--- src/design/mexp_pkg.sv ---
// Shared types and constants for the modular exponentiation block.
// Used by mexp_mulmod and mod_exp; depends on nothing else.
package mexp_pkg;

	localparam int DATA_W       = 31;
	localparam int CNT_W        = $clog2(DATA_W);
	localparam int EXP_BITS_DEF = 63;
	localparam int EXP_W        = 63;

	typedef logic [DATA_W-1:0] word_t;

	localparam word_t MODULUS_RESET = word_t'(1000000007);
	localparam word_t WORD_ONE      = word_t'(1);
	localparam word_t WORD_TWO      = word_t'(2);

	// Request to the bit-serial modular multiplier: a is the multiplicand
	// (below the modulus), b the multiplier, scanned one bit a cycle.
	typedef struct packed {
		logic  start;
		word_t a;
		word_t b;
	} mm_req_t;

	typedef struct packed {
		logic  done;
		word_t res;
	} mm_rsp_t;

endpackage

--- src/design/mod_exp.sv ---
// Modular exponentiation top level: sequencer, exponent shift register, config.
// Depends on mexp_pkg and mexp_mulmod.
//
// Computes base^exponent mod modulus by right-to-left square-and-multiply.
// Pulse start while busy is low; the result appears on power_result for
// exactly one cycle with done high and cannot be held off, so capture it then.
// Every modular product goes through one shared bit-serial multiplier at one
// bit per cycle. An item takes one product to reduce the base, one squaring
// for each exponent bit below the highest set bit and one multiply for each
// set bit. A zero exponent gives 1 after the reduction; a modulus below 2
// gives 0 without using the multiplier. cfg_ready is low while busy is high
// or start is raised, so a modulus transfer never lands on an item in flight.
module mod_exp #(
	parameter int EXP_BITS = mexp_pkg::EXP_BITS_DEF
) (
	input  logic                        clk,
	input  logic                        arst_n,
	input  logic                        start,
	output logic                        busy,
	input  mexp_pkg::word_t             base,
	input  logic [mexp_pkg::EXP_W-1:0]  exponent,
	output logic                        done,
	output mexp_pkg::word_t             power_result,
	input  logic                        cfg_valid,
	output logic                        cfg_ready,
	input  mexp_pkg::word_t             cfg_data
);
	import mexp_pkg::*;

	typedef enum logic [2:0] {
		ST_IDLE,
		ST_REDUCE,
		ST_STEP,
		ST_MUL,
		ST_SQR
	} state_t;

	state_t              state_q;
	word_t               modulus_q;
	word_t               partial_result_q;
	word_t               running_square_q;
	logic [EXP_BITS-1:0] remaining_exponent_q;
	word_t               power_result_q;
	logic                done_q;
	mm_req_t             mm_req_q;
	mm_rsp_t             mm_rsp;
	logic [EXP_BITS-1:0] exp_shifted;

	assign exp_shifted = remaining_exponent_q >> 1;

	mexp_mulmod u_mulmod (
		.clk     (clk),
		.arst_n  (arst_n),
		.req     (mm_req_q),
		.modulus (modulus_q),
		.rsp     (mm_rsp)
	);

	always_ff @(posedge clk or negedge arst_n) begin
		if (!arst_n) begin
			state_q              <= ST_IDLE;
			modulus_q            <= MODULUS_RESET;
			done_q               <= 1'b0;
			mm_req_q.start       <= 1'b0;
			mm_req_q.a           <= '0;
			mm_req_q.b           <= '0;
			partial_result_q     <= '0;
			running_square_q     <= '0;
			remaining_exponent_q <= '0;
			power_result_q       <= '0;
		end else begin
			done_q         <= 1'b0;
			mm_req_q.start <= 1'b0;
			if (cfg_valid && cfg_ready) begin
				modulus_q <= cfg_data;
			end
			unique case (state_q)
				ST_IDLE: begin
					if (start) begin
						remaining_exponent_q <= exponent[EXP_BITS-1:0];
						if (modulus_q < WORD_TWO) begin
							power_result_q <= '0;
							done_q         <= 1'b1;
						end else begin
							// reduce the base: 1 * base mod m
							mm_req_q.a     <= WORD_ONE;
							mm_req_q.b     <= base;
							mm_req_q.start <= 1'b1;
							state_q        <= ST_REDUCE;
						end
					end
				end
				ST_REDUCE: begin
					if (mm_rsp.done) begin
						running_square_q <= mm_rsp.res;
						partial_result_q <= WORD_ONE;
						state_q          <= ST_STEP;
					end
				end
				ST_STEP: begin
					if (remaining_exponent_q == '0) begin
						power_result_q <= partial_result_q;
						done_q         <= 1'b1;
						state_q        <= ST_IDLE;
					end else if (remaining_exponent_q[0]) begin
						mm_req_q.a     <= partial_result_q;
						mm_req_q.b     <= running_square_q;
						mm_req_q.start <= 1'b1;
						state_q        <= ST_MUL;
					end else begin
						remaining_exponent_q <= exp_shifted;
						mm_req_q.a           <= running_square_q;
						mm_req_q.b           <= running_square_q;
						mm_req_q.start       <= 1'b1;
						state_q              <= ST_SQR;
					end
				end
				ST_MUL: begin
					if (mm_rsp.done) begin
						partial_result_q     <= mm_rsp.res;
						remaining_exponent_q <= exp_shifted;
						// drop the final squaring once no exponent bits remain
						if (exp_shifted == '0) begin
							state_q <= ST_STEP;
						end else begin
							mm_req_q.a     <= running_square_q;
							mm_req_q.b     <= running_square_q;
							mm_req_q.start <= 1'b1;
							state_q        <= ST_SQR;
						end
					end
				end
				ST_SQR: begin
					if (mm_rsp.done) begin
						running_square_q <= mm_rsp.res;
						state_q          <= ST_STEP;
					end
				end
				default: begin
					state_q <= ST_IDLE;
				end
			endcase
		end
	end

	assign busy         = (state_q != ST_IDLE);
	assign done         = done_q;
	assign power_result = power_result_q;
	assign cfg_ready    = (state_q == ST_IDLE) && !start;

	a_result_reduced: assert property (@(posedge clk) disable iff (!arst_n)
		done && (modulus_q >= WORD_TWO) |-> (power_result < modulus_q))
		else $error("result not reduced by modulus");

	a_small_modulus: assert property (@(posedge clk) disable iff (!arst_n)
		start && !busy && (modulus_q < WORD_TWO) |=> done && (power_result == '0))
		else $error("modulus below two did not give zero");

	a_mul_owned: assert property (@(posedge clk) disable iff (!arst_n)
		mm_rsp.done |-> (state_q == ST_REDUCE || state_q == ST_MUL || state_q == ST_SQR))
		else $error("multiplier finished with no product outstanding");

	a_no_start_when_busy: assert property (@(posedge clk) disable iff (!arst_n)
		mm_req_q.start |=> busy && !done)
		else $error("product launched while sequencer idle");

endmodule

--- src/design/mexp_mulmod.sv ---
// Bit-serial modular multiplier: (a * b) mod m, one multiplier bit per cycle.
// Depends on mexp_pkg.
module mexp_mulmod (
	input  logic              clk,
	input  logic              arst_n,
	input  mexp_pkg::mm_req_t req,
	input  mexp_pkg::word_t   modulus,
	output mexp_pkg::mm_rsp_t rsp
);
	import mexp_pkg::*;

	logic              busy_q;
	logic [CNT_W-1:0]  cnt_q;
	word_t             acc_q;
	word_t             a_q;
	word_t             b_q;
	logic              done_q;

	logic [DATA_W+1:0] sum;
	logic [DATA_W+1:0] m1;
	logic [DATA_W+1:0] m2;
	logic [DATA_W+1:0] red;
	word_t             acc_next;

	// acc stays below m, so 2*acc + a stays below 3m: at most 2m to take off
	always_comb begin
		m1  = {2'b00, modulus};
		m2  = {1'b0, modulus, 1'b0};
		sum = {1'b0, acc_q, 1'b0} + (b_q[DATA_W-1] ? {2'b00, a_q} : '0);
		if (sum >= m2) begin
			red = sum - m2;
		end else if (sum >= m1) begin
			red = sum - m1;
		end else begin
			red = sum;
		end
		acc_next = red[DATA_W-1:0];
	end

	always_ff @(posedge clk or negedge arst_n) begin
		if (!arst_n) begin
			busy_q <= 1'b0;
			cnt_q  <= '0;
			done_q <= 1'b0;
			acc_q  <= '0;
			a_q    <= '0;
			b_q    <= '0;
		end else begin
			done_q <= 1'b0;
			if (req.start) begin
				busy_q <= 1'b1;
				cnt_q  <= '0;
				acc_q  <= '0;
				a_q    <= req.a;
				b_q    <= req.b;
			end else if (busy_q) begin
				acc_q <= acc_next;
				b_q   <= {b_q[DATA_W-2:0], 1'b0};
				cnt_q <= cnt_q + CNT_W'(1);
				if (cnt_q == CNT_W'(DATA_W - 1)) begin
					busy_q <= 1'b0;
					done_q <= 1'b1;
				end
			end
		end
	end

	assign rsp.done = done_q;
	assign rsp.res  = acc_q;

endmodule

--- config.mk ---
export PLATFORM = sky130hd
export DESIGN_NAME = mod_exp
export DESIGN_NICKNAME = d
export VERILOG_FILES = /design/src/design/mexp_pkg.sv /design/src/design/mod_exp.sv /design/src/design/mexp_mulmod.sv
export SDC_FILE = /design/constraint.sdc
export NUM_CORES = 1
export LEC_CHECK = 0
export BUFFER_PORTS_ARGS = -buffer_cell sky130_fd_sc_hd__buf_2
export CAP_MARGIN = 20
export CORE_MARGIN = 3
export CORE_UTILIZATION = 28
export CTS_CLUSTER_SIZE = 40
export DETAILED_ROUTE_END_ITERATION = 16
export PLACE_DENSITY = 0.54
export SLEW_MARGIN = 25
export SYNTH_ARGS = -nofsm -noshare
export SYNTH_HDL_FRONTEND = slang
export SYNTH_SLANG_ARGS = --single-unit
--- constraint.sdc ---
create_clock -name clk -period 5.8 [get_ports clk]
set_clock_uncertainty 0.05 [all_clocks]
set_input_delay 0.87 -clock clk [delete_from_list [all_inputs] [get_ports clk]]
set_output_delay 0.87 -clock clk [all_outputs]
set_load 0.01 [all_outputs]
== Word-level counts from Yosys, hierarchy flattened ==
Cells that the tools add are included.
W data, S select, Z words.
Operators by class
  add/sub/neg operators: 4
  multipliers: 0
  divide/modulo/power cells: 0
  order comparisons: 3
  equal/unequal tests: 15
  shift-type cells: 0
  muxes and demuxes: 46
  bitwise operators: 0
  reductions and logical operators: 19
Operators with widths (number)
  $mux W63: 9
  $pmux W63 S3: 2
  $mux W31: 12
  $logic_not A63 Y1: 2
  $pmux W31 S2: 2
  $mux W62: 1
  $sub A31 B31 Y31: 2
  $add A32 B31 Y33: 1
  $ge A33 B31 Y1: 1
  $ge A33 B32 Y1: 1
  $lt A31 B2 Y1 const B: 1
  $mux W3: 7
  $ne A2 B2 Y1 const B: 7
  $pmux W3 S4: 1
  $reduce_and A4 Y1: 3
  $mux W5: 2
  $mux W1: 9
  $eq A3 B2 Y1 const B: 2
  $ne A2 B1 Y1 const B: 3
  $reduce_and A6 Y1: 1
  $reduce_bool A2 Y1: 3
  $reduce_bool A3 Y1: 2
  $add A5 B1 Y5 const B: 1
  $eq A5 B5 Y1 const B: 1
  other kinds (10): 11
Word-level totals
  bits in registers: 354
  latch bits: 0
  RAM bits: 0
  ROM bits: 0
  word-level logic and storage cells: 104
  memories kept: 0

== Depth between registers and ports, before layout ==
Gate-level depths: netlist of run 1.
  depth after elaboration: 7
  depth in mapped cells: 23

== Modules after synthesis ==
A second synthesis of run 1 with hierarchy kept.
Second synthesis, totals
  cell total of the unflattened synthesis: 2092
  area, all modules: 20713.6 µm²
By module, submodules not included
  mod_exp: instances 1, cells an instance 942, area each 10956.8 µm², sequential area each 6376.1 µm²
  mexp_mulmod: instances 1, cells an instance 1150, area each 9756.9 µm², sequential area each 2502.4 µm²

== Least setup slack after synthesis of run 1 ==
OpenSTA, ideal clock, no wires.
  path type: flip-flop to flip-flop
  start point: register u_mulmod.b_q[30]
  end point: register u_mulmod.acc_q[27]
  library setup time: 0.126 ns
  data arrival time: 5.099 ns
  setup slack: 0.525 ns
  cell stages (with the launch flop): 23
  path buffers: 2
  period minus slack after synthesis: 5.275 ns
  cells stage by stage: dfrtp_1 -> clkbuf_1 -> and2_1 -> ha_1 -> fa_1 -> a211oi_1 -> o21bai_1 -> a211oi_2 -> a21boi_0 -> a311oi_1 -> nor2_1 -> xor2_1 -> ha_1 -> clkbuf_1 -> a21o_1 -> a31oi_1 -> o2111ai_1 -> o32ai_2 -> o21ai_0 -> a21o_1 -> a21oi_1 -> xnor2_1 -> a221o_1
Between the ends
  longest elaborated chain between the ends: 7
Ends and longest elaborated chain
  start: declaration: line mexp_mulmod.sv:16  | word_t b_q;
  start signal: assignment: line mexp_mulmod.sv:55  | b_q <= req.b;
  start signal: assignment: line mexp_mulmod.sv:58  | b_q <= {b_q[DATA_W-2:0], 1'b0};
  $mux W31 (*): line mexp_mulmod.sv:29  | sum = {1'b0, acc_q, 1'b0} + (b_q[DATA_W-1] ? {2'b00, a_q} : '0);
  $add A32 B31 Y33 (*): line mexp_mulmod.sv:29
  $sub A31 B31 Y31 or $ge A33 B31 Y1 (tied branches): line mexp_mulmod.sv:33, mexp_mulmod.sv:32
  $mux W31: line mexp_mulmod.sv:32  | end else if (sum >= m1) begin
  $mux W31 (*): line mexp_mulmod.sv:30  | if (sum >= m2) begin
  $mux W31 (*): line mexp_mulmod.sv:56  | end else if (busy_q) begin
  $mux W31 (*): line mexp_mulmod.sv:50  | if (req.start) begin
  end signal: assignment: line mexp_mulmod.sv:57  | acc_q <= acc_next;
  end: declaration: line mexp_mulmod.sv:14  | word_t acc_q;
Mark *: on every way between the ends. The rest lies on a longest branch, timed or not. The select of a mux whose other input is x is not followed.
A chain may end at the register's enable or synchronous reset.

== Worst setup path in the final report of run 1 ==
  start point: register u_mulmod.b_q[30]
  end point: register u_mulmod.acc_q[8]
Same word-level chain as after synthesis.

==> impl_metrics.env, run 1 <==
export IMPL_critPathMaxFanout=15
export IMPL_hold_class="input pin to asynchronous set/reset pin"
export IMPL_area_growth_pct=18.0
export IMPL_grt_start_max_net_pins=129
export IMPL_leakage_nw=11.6
export IMPL_rr_startpoint="u_mulmod.b_q[30]"
export IMPL_r2r_end="u_mulmod.acc_q[8]"
export IMPL_worstPathArrival_ns=5.91
export IMPL_worst_r2r_path_depth=20
export IMPL_crit_slowest_cell="dfrtp_1"
export IMPL_numCtsBuffers=42
export IMPL_ys_warn_count=0
export IMPL_post_route_min_period_ns=5.52
export IMPL_ys_ff_latch=354
export IMPL_cts_buffer_depth=3
export IMPL_synth_top_flop_cell="dfrtp_1"
export IMPL_grt_overflow=0
export IMPL_syn_area_per_cell_um2=9.81
export IMPL_critPathLaunchType="flop"
export IMPL_vias=16100
export IMPL_rows=97
export IMPL_slowest_delay_ns=0.46
export IMPL_required_ns=6.18
export IMPL_antenna_left=0
export IMPL_crit_family="simple AND/OR/NAND/NOR gates"
export IMPL_ir_drop_mv=0.391
export IMPL_drtIter0Drc=1341
export IMPL_drive_gt1_share_pct=19.4
export IMPL_port_buffers=162
export IMPL_max_slew_margin_pct=30.8
export IMPL_drc_errors=0
export IMPL_drv_cap=0
export IMPL_mostFrequentLayoutCell="dfrtp_1"
export IMPL_clkTransAtPathRegs_ns=0.06
export IMPL_synth_distinct_cells=78
export IMPL_worst_pin_slew_ns=1.04
export IMPL_dpl_hpwl_mm=45.0
export IMPL_routed_wl_mm=60.0
export IMPL_dr_pass1_iters=7
export IMPL_num_io_pins=163
export IMPL_syn_area_um2=19900
export IMPL_worstPathCellList="and2_1 > ha_1 > fa_1 > a211oi_1 > o21bai_1 > a211oi_2 > buf_4 > o21ai_0 > xor2_1 > ha_1 > nand3_1 > nor3_1 > a21boi_0 > o32ai_2 > or3_1 > nor3b_4 > nand2_2 > buf_4 > mux2i_1 > o21ai_0"
export IMPL_crit_type="flop to flop"
export IMPL_finalPower_w=0.0142
export IMPL_grt_pass1_vias=16100
export IMPL_hold_viol=0
export IMPL_wl_per_cell_um=19.0
export IMPL_antenna_found_initial=3
export IMPL_die_x_um=273
export IMPL_post_route_period_util_pct=95.2
export IMPL_run_status="finished clean"
export IMPL_fmax_ghz=0.181
export IMPL_synth_seq_area_share_pct=44.5
export IMPL_cp_end_kind="flop"
export IMPL_num_fill_cells=7224
export IMPL_vias_per_cell=5.10
export IMPL_synthCells=2033
export IMPL_setup_viol=0
export IMPL_grt_pass1_wl_mm=94.0
export IMPL_cts_root_buf="clkbuf_16"
export IMPL_dieArea_um2=74400
export IMPL_synth_edff_count=0
export IMPL_cts_sinks=354
export IMPL_async_flop_share_pct=100
export IMPL_cts_tree="built"
export IMPL_slew_violations=0
export IMPL_cts_htree_levels=2
export IMPL_final_cell_mix="dfrtp_1 (336), nand2_1 (282), o21ai_0 (187), buf_2 (161), mux2i_1 (102)"
export IMPL_gp_congestion=0.907
export IMPL_worstSkewPairLatency_ns=0.56
export IMPL_core_area_um2=70300
export IMPL_power_density_nw_per_um2=603
export IMPL_fin_nets=2415
export IMPL_path_buf_inv=2
export IMPL_grt_use_total_pct=15.8
export IMPL_syn_num_nets=2259
export IMPL_die_y_um=273
export IMPL_final_util_pct=33.5
export IMPL_initial_core_util_pct=28.4
export IMPL_reg2reg_slack_ns=0.28
-- report_power, final --
part	switching, W	leakage (nW)	total (W)	internal, W
clock	0.00108	0.683	0.00267	0.00159
combinational	0.00460	6.22	0.00767	0.00307
sequential	0.000642	4.66	0.00385	0.00321
total	0.00632	11.6	0.0142	0.00787
-- per-stage QoR --
stage                     worst slack [ns]  TNS [ns]  cell area [um2]  hold slack, ns  instances
after CTS                            0.136         0            23400           0.374       3156
after detailed placement             0.160         0            22000           0.412       3081
after global placement               0.312         0            22000           0.409       3080
final                                0.279         0            23500           0.128       3161
after global routing               -0.0194   -0.0856            23500           0.126       3161
after floorplan                      0.525         0            19900           0.396       2033
-- worst register-to-register path, delay by kind of cell, from the launching register on --
family	cells	cell delay (ns)
and+or+nand+nor	6	1.42
AOI/OAI and AO/OA	7	1.37
adders and majority gates	3	0.98
buffers and inverters	2	0.47
DFF	1	0.46
xor gates and xnor gates	1	0.41
muxes	1	0.26
-- final cells by class --
cell class                 instances  area [um2]  share of cell area [%]
multi-input combinational       1484       10400                    44.4
sequential                       354        8880                    37.7
timing repair buffer             216        1290                    5.49
clock buffer                      59        1210                    5.13
tap                              940        1180                    5.00
inverter                          91         342                    1.45
clock inverter                    16         190                   0.808
antenna                            1        2.50                  0.0106
-- Yosys cell counts (all sizes together), types with 4 or more instances --
library cell | instances | share of area (%)
mux2i | 102 | 5.1
and4 | 6 | 0.26
and2 | 38 | 1.2
a21boi | 6 | 0.23
a21o | 25 | 0.94
dfstp | 16 | 2.1
xor2 | 29 | 1.3
o221ai | 5 | 0.22
o31ai | 13 | 0.49
a22oi | 63 | 2.4
o211ai | 6 | 0.23
a31oi | 18 | 0.56
o311a | 4 | 0.20
nand4 | 18 | 0.56
mux2 | 92 | 5.2
or2 | 5 | 0.16
o2111ai | 6 | 0.26
nor2b | 11 | 0.35
clkbuf | 90 | 1.7
ha | 94 | 5.9
nand3 | 14 | 0.35
dfrtp | 338 | 42
nor3 | 18 | 0.53
and3 | 15 | 0.47
nand2 | 286 | 5.4
a21oi | 101 | 2.5
nand2b | 13 | 0.41
buf | 14 | 0.38
o21a | 13 | 0.49
o311ai | 5 | 0.22
a22o | 31 | 1.4
a211o | 6 | 0.26
nor2 | 68 | 1.3
a222oi | 33 | 1.7
nand3b | 4 | 0.15
o21ai | 191 | 4.8
nor4 | 26 | 0.85
a211oi | 16 | 0.63
o21bai | 9 | 0.34
a311oi | 4 | 0.21
inv | 91 | 1.7
xnor2 | 51 | 2.2
-- metal layers --
| metal | GRT usage (%) | up-vias | wire, um |
|---|---|---|---|
| met5 | 0 | - | 0 |
| met4 | 3.46 | 0 | 1050 |
| met3 | 3.25 | 67 | 3750 |
| met2 | 24.1 | 437 | 26300 |
| met1 | 23.0 | 7890 | 28900 |
| li1 | - | 7718 | - |
-- worst max-delay path by stage --
stage                                 from            endpoint  slack [ns]  depth (start not counted)
after floorplan           u_mulmod.b_q[30]  u_mulmod.acc_q[27]        0.53                         22
after global placement    u_mulmod.b_q[30]   u_mulmod.acc_q[0]        0.31                         21
after detailed placement  u_mulmod.b_q[30]   u_mulmod.acc_q[0]        0.16                         21
after CTS                 u_mulmod.b_q[30]   u_mulmod.acc_q[0]        0.14                         21
after global routing      u_mulmod.b_q[30]  u_mulmod.acc_q[14]       -0.02                         21
final                     u_mulmod.b_q[30]   u_mulmod.acc_q[8]        0.28                         20
-- what timing repair did --
item	CTS	global route
buffers inserted	0	3
endpoints found under the setup margin	0	31
hold buffers	0	0
resized for setup	0	14
-- cells by family (layout without fill, tap and decap cells) --
logic type,Yosys count,count (layout),share of synthesized area (%)
xor gates and xnor gates,80,80,3.51
adders and majority gates,97,97,6.20
and+or+nand+nor,534,534,12.5
muxes,194,194,10.3
AOI/OAI and AO/OA,579,579,19.2
buffers and inverters,195,382,3.80
DFF,354,354,44.5
other,0,1,0
-- sequential cells by signal, summed over array words and instances (netlist names) --
register and flops:
running_square_q 31, remaining_exponent_q 63, partial_result_q 31, u_mulmod.b_q 31
u_mulmod.a_q 31, done 1, u_mulmod.acc_q 31, u_mulmod.done_q 1
power_result 31, modulus_q 31, u_mulmod.cnt_q 5, mm_req_q 63
state_q 3, u_mulmod.busy_q 1
(Power assumes the default switching activity.)
==> run 2: changes to the inputs <==
- HOLD_SLACK_MARGIN: unset -> 0.15
==> run 2 against run 1 <==
- critical path depth unchanged
- fmax down 0.42%
- highest routed layer unchanged
- via count rose by 0.20%
- sequential cell count is the same
- design area is essentially flat
- sequential power is essentially flat
- critical endpoint unchanged
==> impl_metrics.env, run 2 (synthesis gave the netlist of run 1 again) <==
export IMPL_cts_sinks=354
export IMPL_grt_start_max_net_pins=129
export IMPL_drive_gt1_share_pct=19.4
export IMPL_antenna_found_initial=3
export IMPL_drc_errors=0
export IMPL_dpl_hpwl_mm=45.0
export IMPL_wl_per_cell_um=18.9
export IMPL_leakage_nw=11.6
export IMPL_post_route_period_util_pct=95.6
export IMPL_pre_cts_ws_ns=0.160
export IMPL_num_fill_cells=7223
export IMPL_grt_pass1_wl_mm=94.0
export IMPL_initial_core_util_pct=28.4
export IMPL_dieArea_um2=74400
export IMPL_r2r_end="u_mulmod.acc_q[8]"
export IMPL_rows=97
export IMPL_worstSkewPairLatency_ns=0.56
export IMPL_vias=16100
export IMPL_cts_buffer_depth=3
export IMPL_setup_slack_ns=0.256
export IMPL_clkTransAtPathRegs_ns=0.06
export IMPL_port_buffers=162
export IMPL_worstPathArrival_ns=5.93
export IMPL_final_cell_mix="dfrtp_1 (336), nand2_1 (282), o21ai_0 (187), buf_2 (161), mux2i_1 (102)"
export IMPL_num_io_pins=163
export IMPL_rr_startpoint="u_mulmod.b_q[30]"
export IMPL_fmax_ghz=0.180
export IMPL_cts_root_buf="clkbuf_16"
export IMPL_die_x_um=273
export IMPL_run_status="finished clean"
export IMPL_power_density_nw_per_um2=603
export IMPL_antenna_left=0
export IMPL_post_route_min_period_ns=5.54
export IMPL_setup_viol=0
export IMPL_crit_type="flop to flop"
export IMPL_cp_end_kind="flop"
export IMPL_place_area_um2=22000
export IMPL_critPathLaunchType="flop"
export IMPL_worst_hold_slack_ns=0.424
export IMPL_ir_drop_mv=0.389
export IMPL_reg_largest_list="mm_req_q: 63 flops, remaining_exponent_q: 63 flops"
export IMPL_routed_wl_mm=59.9
export IMPL_critPathMaxFanout=15
export IMPL_drv_cap=0
export IMPL_numCtsBuffers=42
export IMPL_core_area_um2=70300
export IMPL_dr_pass1_iters=7
export IMPL_grt_pass1_vias=16100
export IMPL_hold_viol=0
export IMPL_fin_nets=2416
export IMPL_worst_r2r_path_depth=20
export IMPL_endpoint="u_mulmod.acc_q[8]"
export IMPL_slew_violations=0
export IMPL_mostFrequentLayoutCell="dfrtp_1"
export IMPL_gp_congestion=0.907
export IMPL_final_util_pct=33.5
export IMPL_fin_area_um2=23500
export IMPL_area_growth_pct=18.1
export IMPL_cts_htree_levels=2
export IMPL_required_ns=6.18
export IMPL_vias_per_cell=5.11
export IMPL_reg2reg_slack_ns=0.26
export IMPL_multi_input_area_um2=10400
export IMPL_cp_startpoint="u_mulmod.b_q[30]"
export IMPL_worst_pin_slew_ns=1.03
export IMPL_grt_use_total_pct=15.8
export IMPL_regArea_um2=8880
export IMPL_hold_class="flop to flop"
export IMPL_drtIter0Drc=1375
export IMPL_die_y_um=273
export IMPL_cts_tree="built"
export IMPL_grt_overflow=0
export IMPL_max_slew_margin_pct=31.5
==> run 2: cell types whose count changed in the layout (fill, tap and decap cells not counted), sizes merged <==
cell	before	now
dlygate4sd3	0	1
==> run 2: layout make-up <==
class / count / share of cell area, %
sequential: 354 / 37.7
multi-input combinational: 1484 / 44.4
tap: 940 / 5.00
timing repair buffer: 217 / 5.53
clock buffer: 59 / 5.12
inverter: 91 / 1.45
clock inverter: 16 / 0.808
antenna: 1 / 0.0106
==> run 2: worst min path at each step <==
stage	from	end	slack, ns	depth (start not counted)
6_report	mm_req_q[3]	mm_req_q[3]	0.42	2
5_1_grt	mm_req_q[12]	mm_req_q[12]	0.45	2
4_1_cts	arst_n	remaining_exponent_q[28]	0.37	1
3_5_place_dp	mm_req_q[3]	mm_req_q[3]	0.41	2
3_3_place_gp	mm_req_q[3]	mm_req_q[3]	0.41	2
2_1_floorplan	mm_req_q[29]	mm_req_q[29]	0.40	2
==> run 2: per-layer routing <==
metal  track usage [%]  wire length, um  part of all wire [%]
met1              23.0            28700                    48
met2              24.1            26200                    44
met3              3.25             3930                   6.6
met4              3.46             1060                   1.8
met5                 0                0                     0
==> run 2: stage by stage <==
| stage | cells | total power [W] | setup TNS, ns |
|---|---|---|---|
| after global placement | 3080 | 0.0112 | 0 |
| after detailed placement | 3081 | 0.0114 | 0 |
| after floorplan | 2033 | 0.00901 | 0 |
| after global routing | 3162 | 0.0153 | -0.0856 |
| final | 3162 | 0.0142 | 0 |
| after CTS | 3156 | 0.0141 | 0 |
==> run 2: report_power, final <==
| group | switching [W] | internal, W |
|---|---|---|
| clock | 0.00108 | 0.00159 |
| sequential | 0.000641 | 0.00321 |
| combinational | 0.00460 | 0.00307 |
==> run 2: what timing repair did <==
action                                  in CTS  in global routing
setup buffers                                0                  3
endpoints found under the setup margin       0                 31
gates resized for setup                      0                 14
hold endpoints to repair                     0                 35
hold buffers                                 0                  1
==> run 2: worst max-delay path, stage by stage (launching register included) <==
cell      delay (ns)
dfrtp_1         0.46
and2_1          0.18
ha_1            0.22
fa_1            0.43
a211oi_1        0.27
o21bai_1        0.14
a211oi_2        0.31
buf_4           0.20
o21ai_0         0.11
xor2_1          0.42
ha_1            0.32
nand3_1         0.19
nor3_1          0.34
a21boi_0        0.28
o32ai_2         0.16
or3_1           0.43
nor3b_4         0.18
nand2_2         0.09
buf_4           0.27
mux2i_1         0.25
o21ai_0         0.10
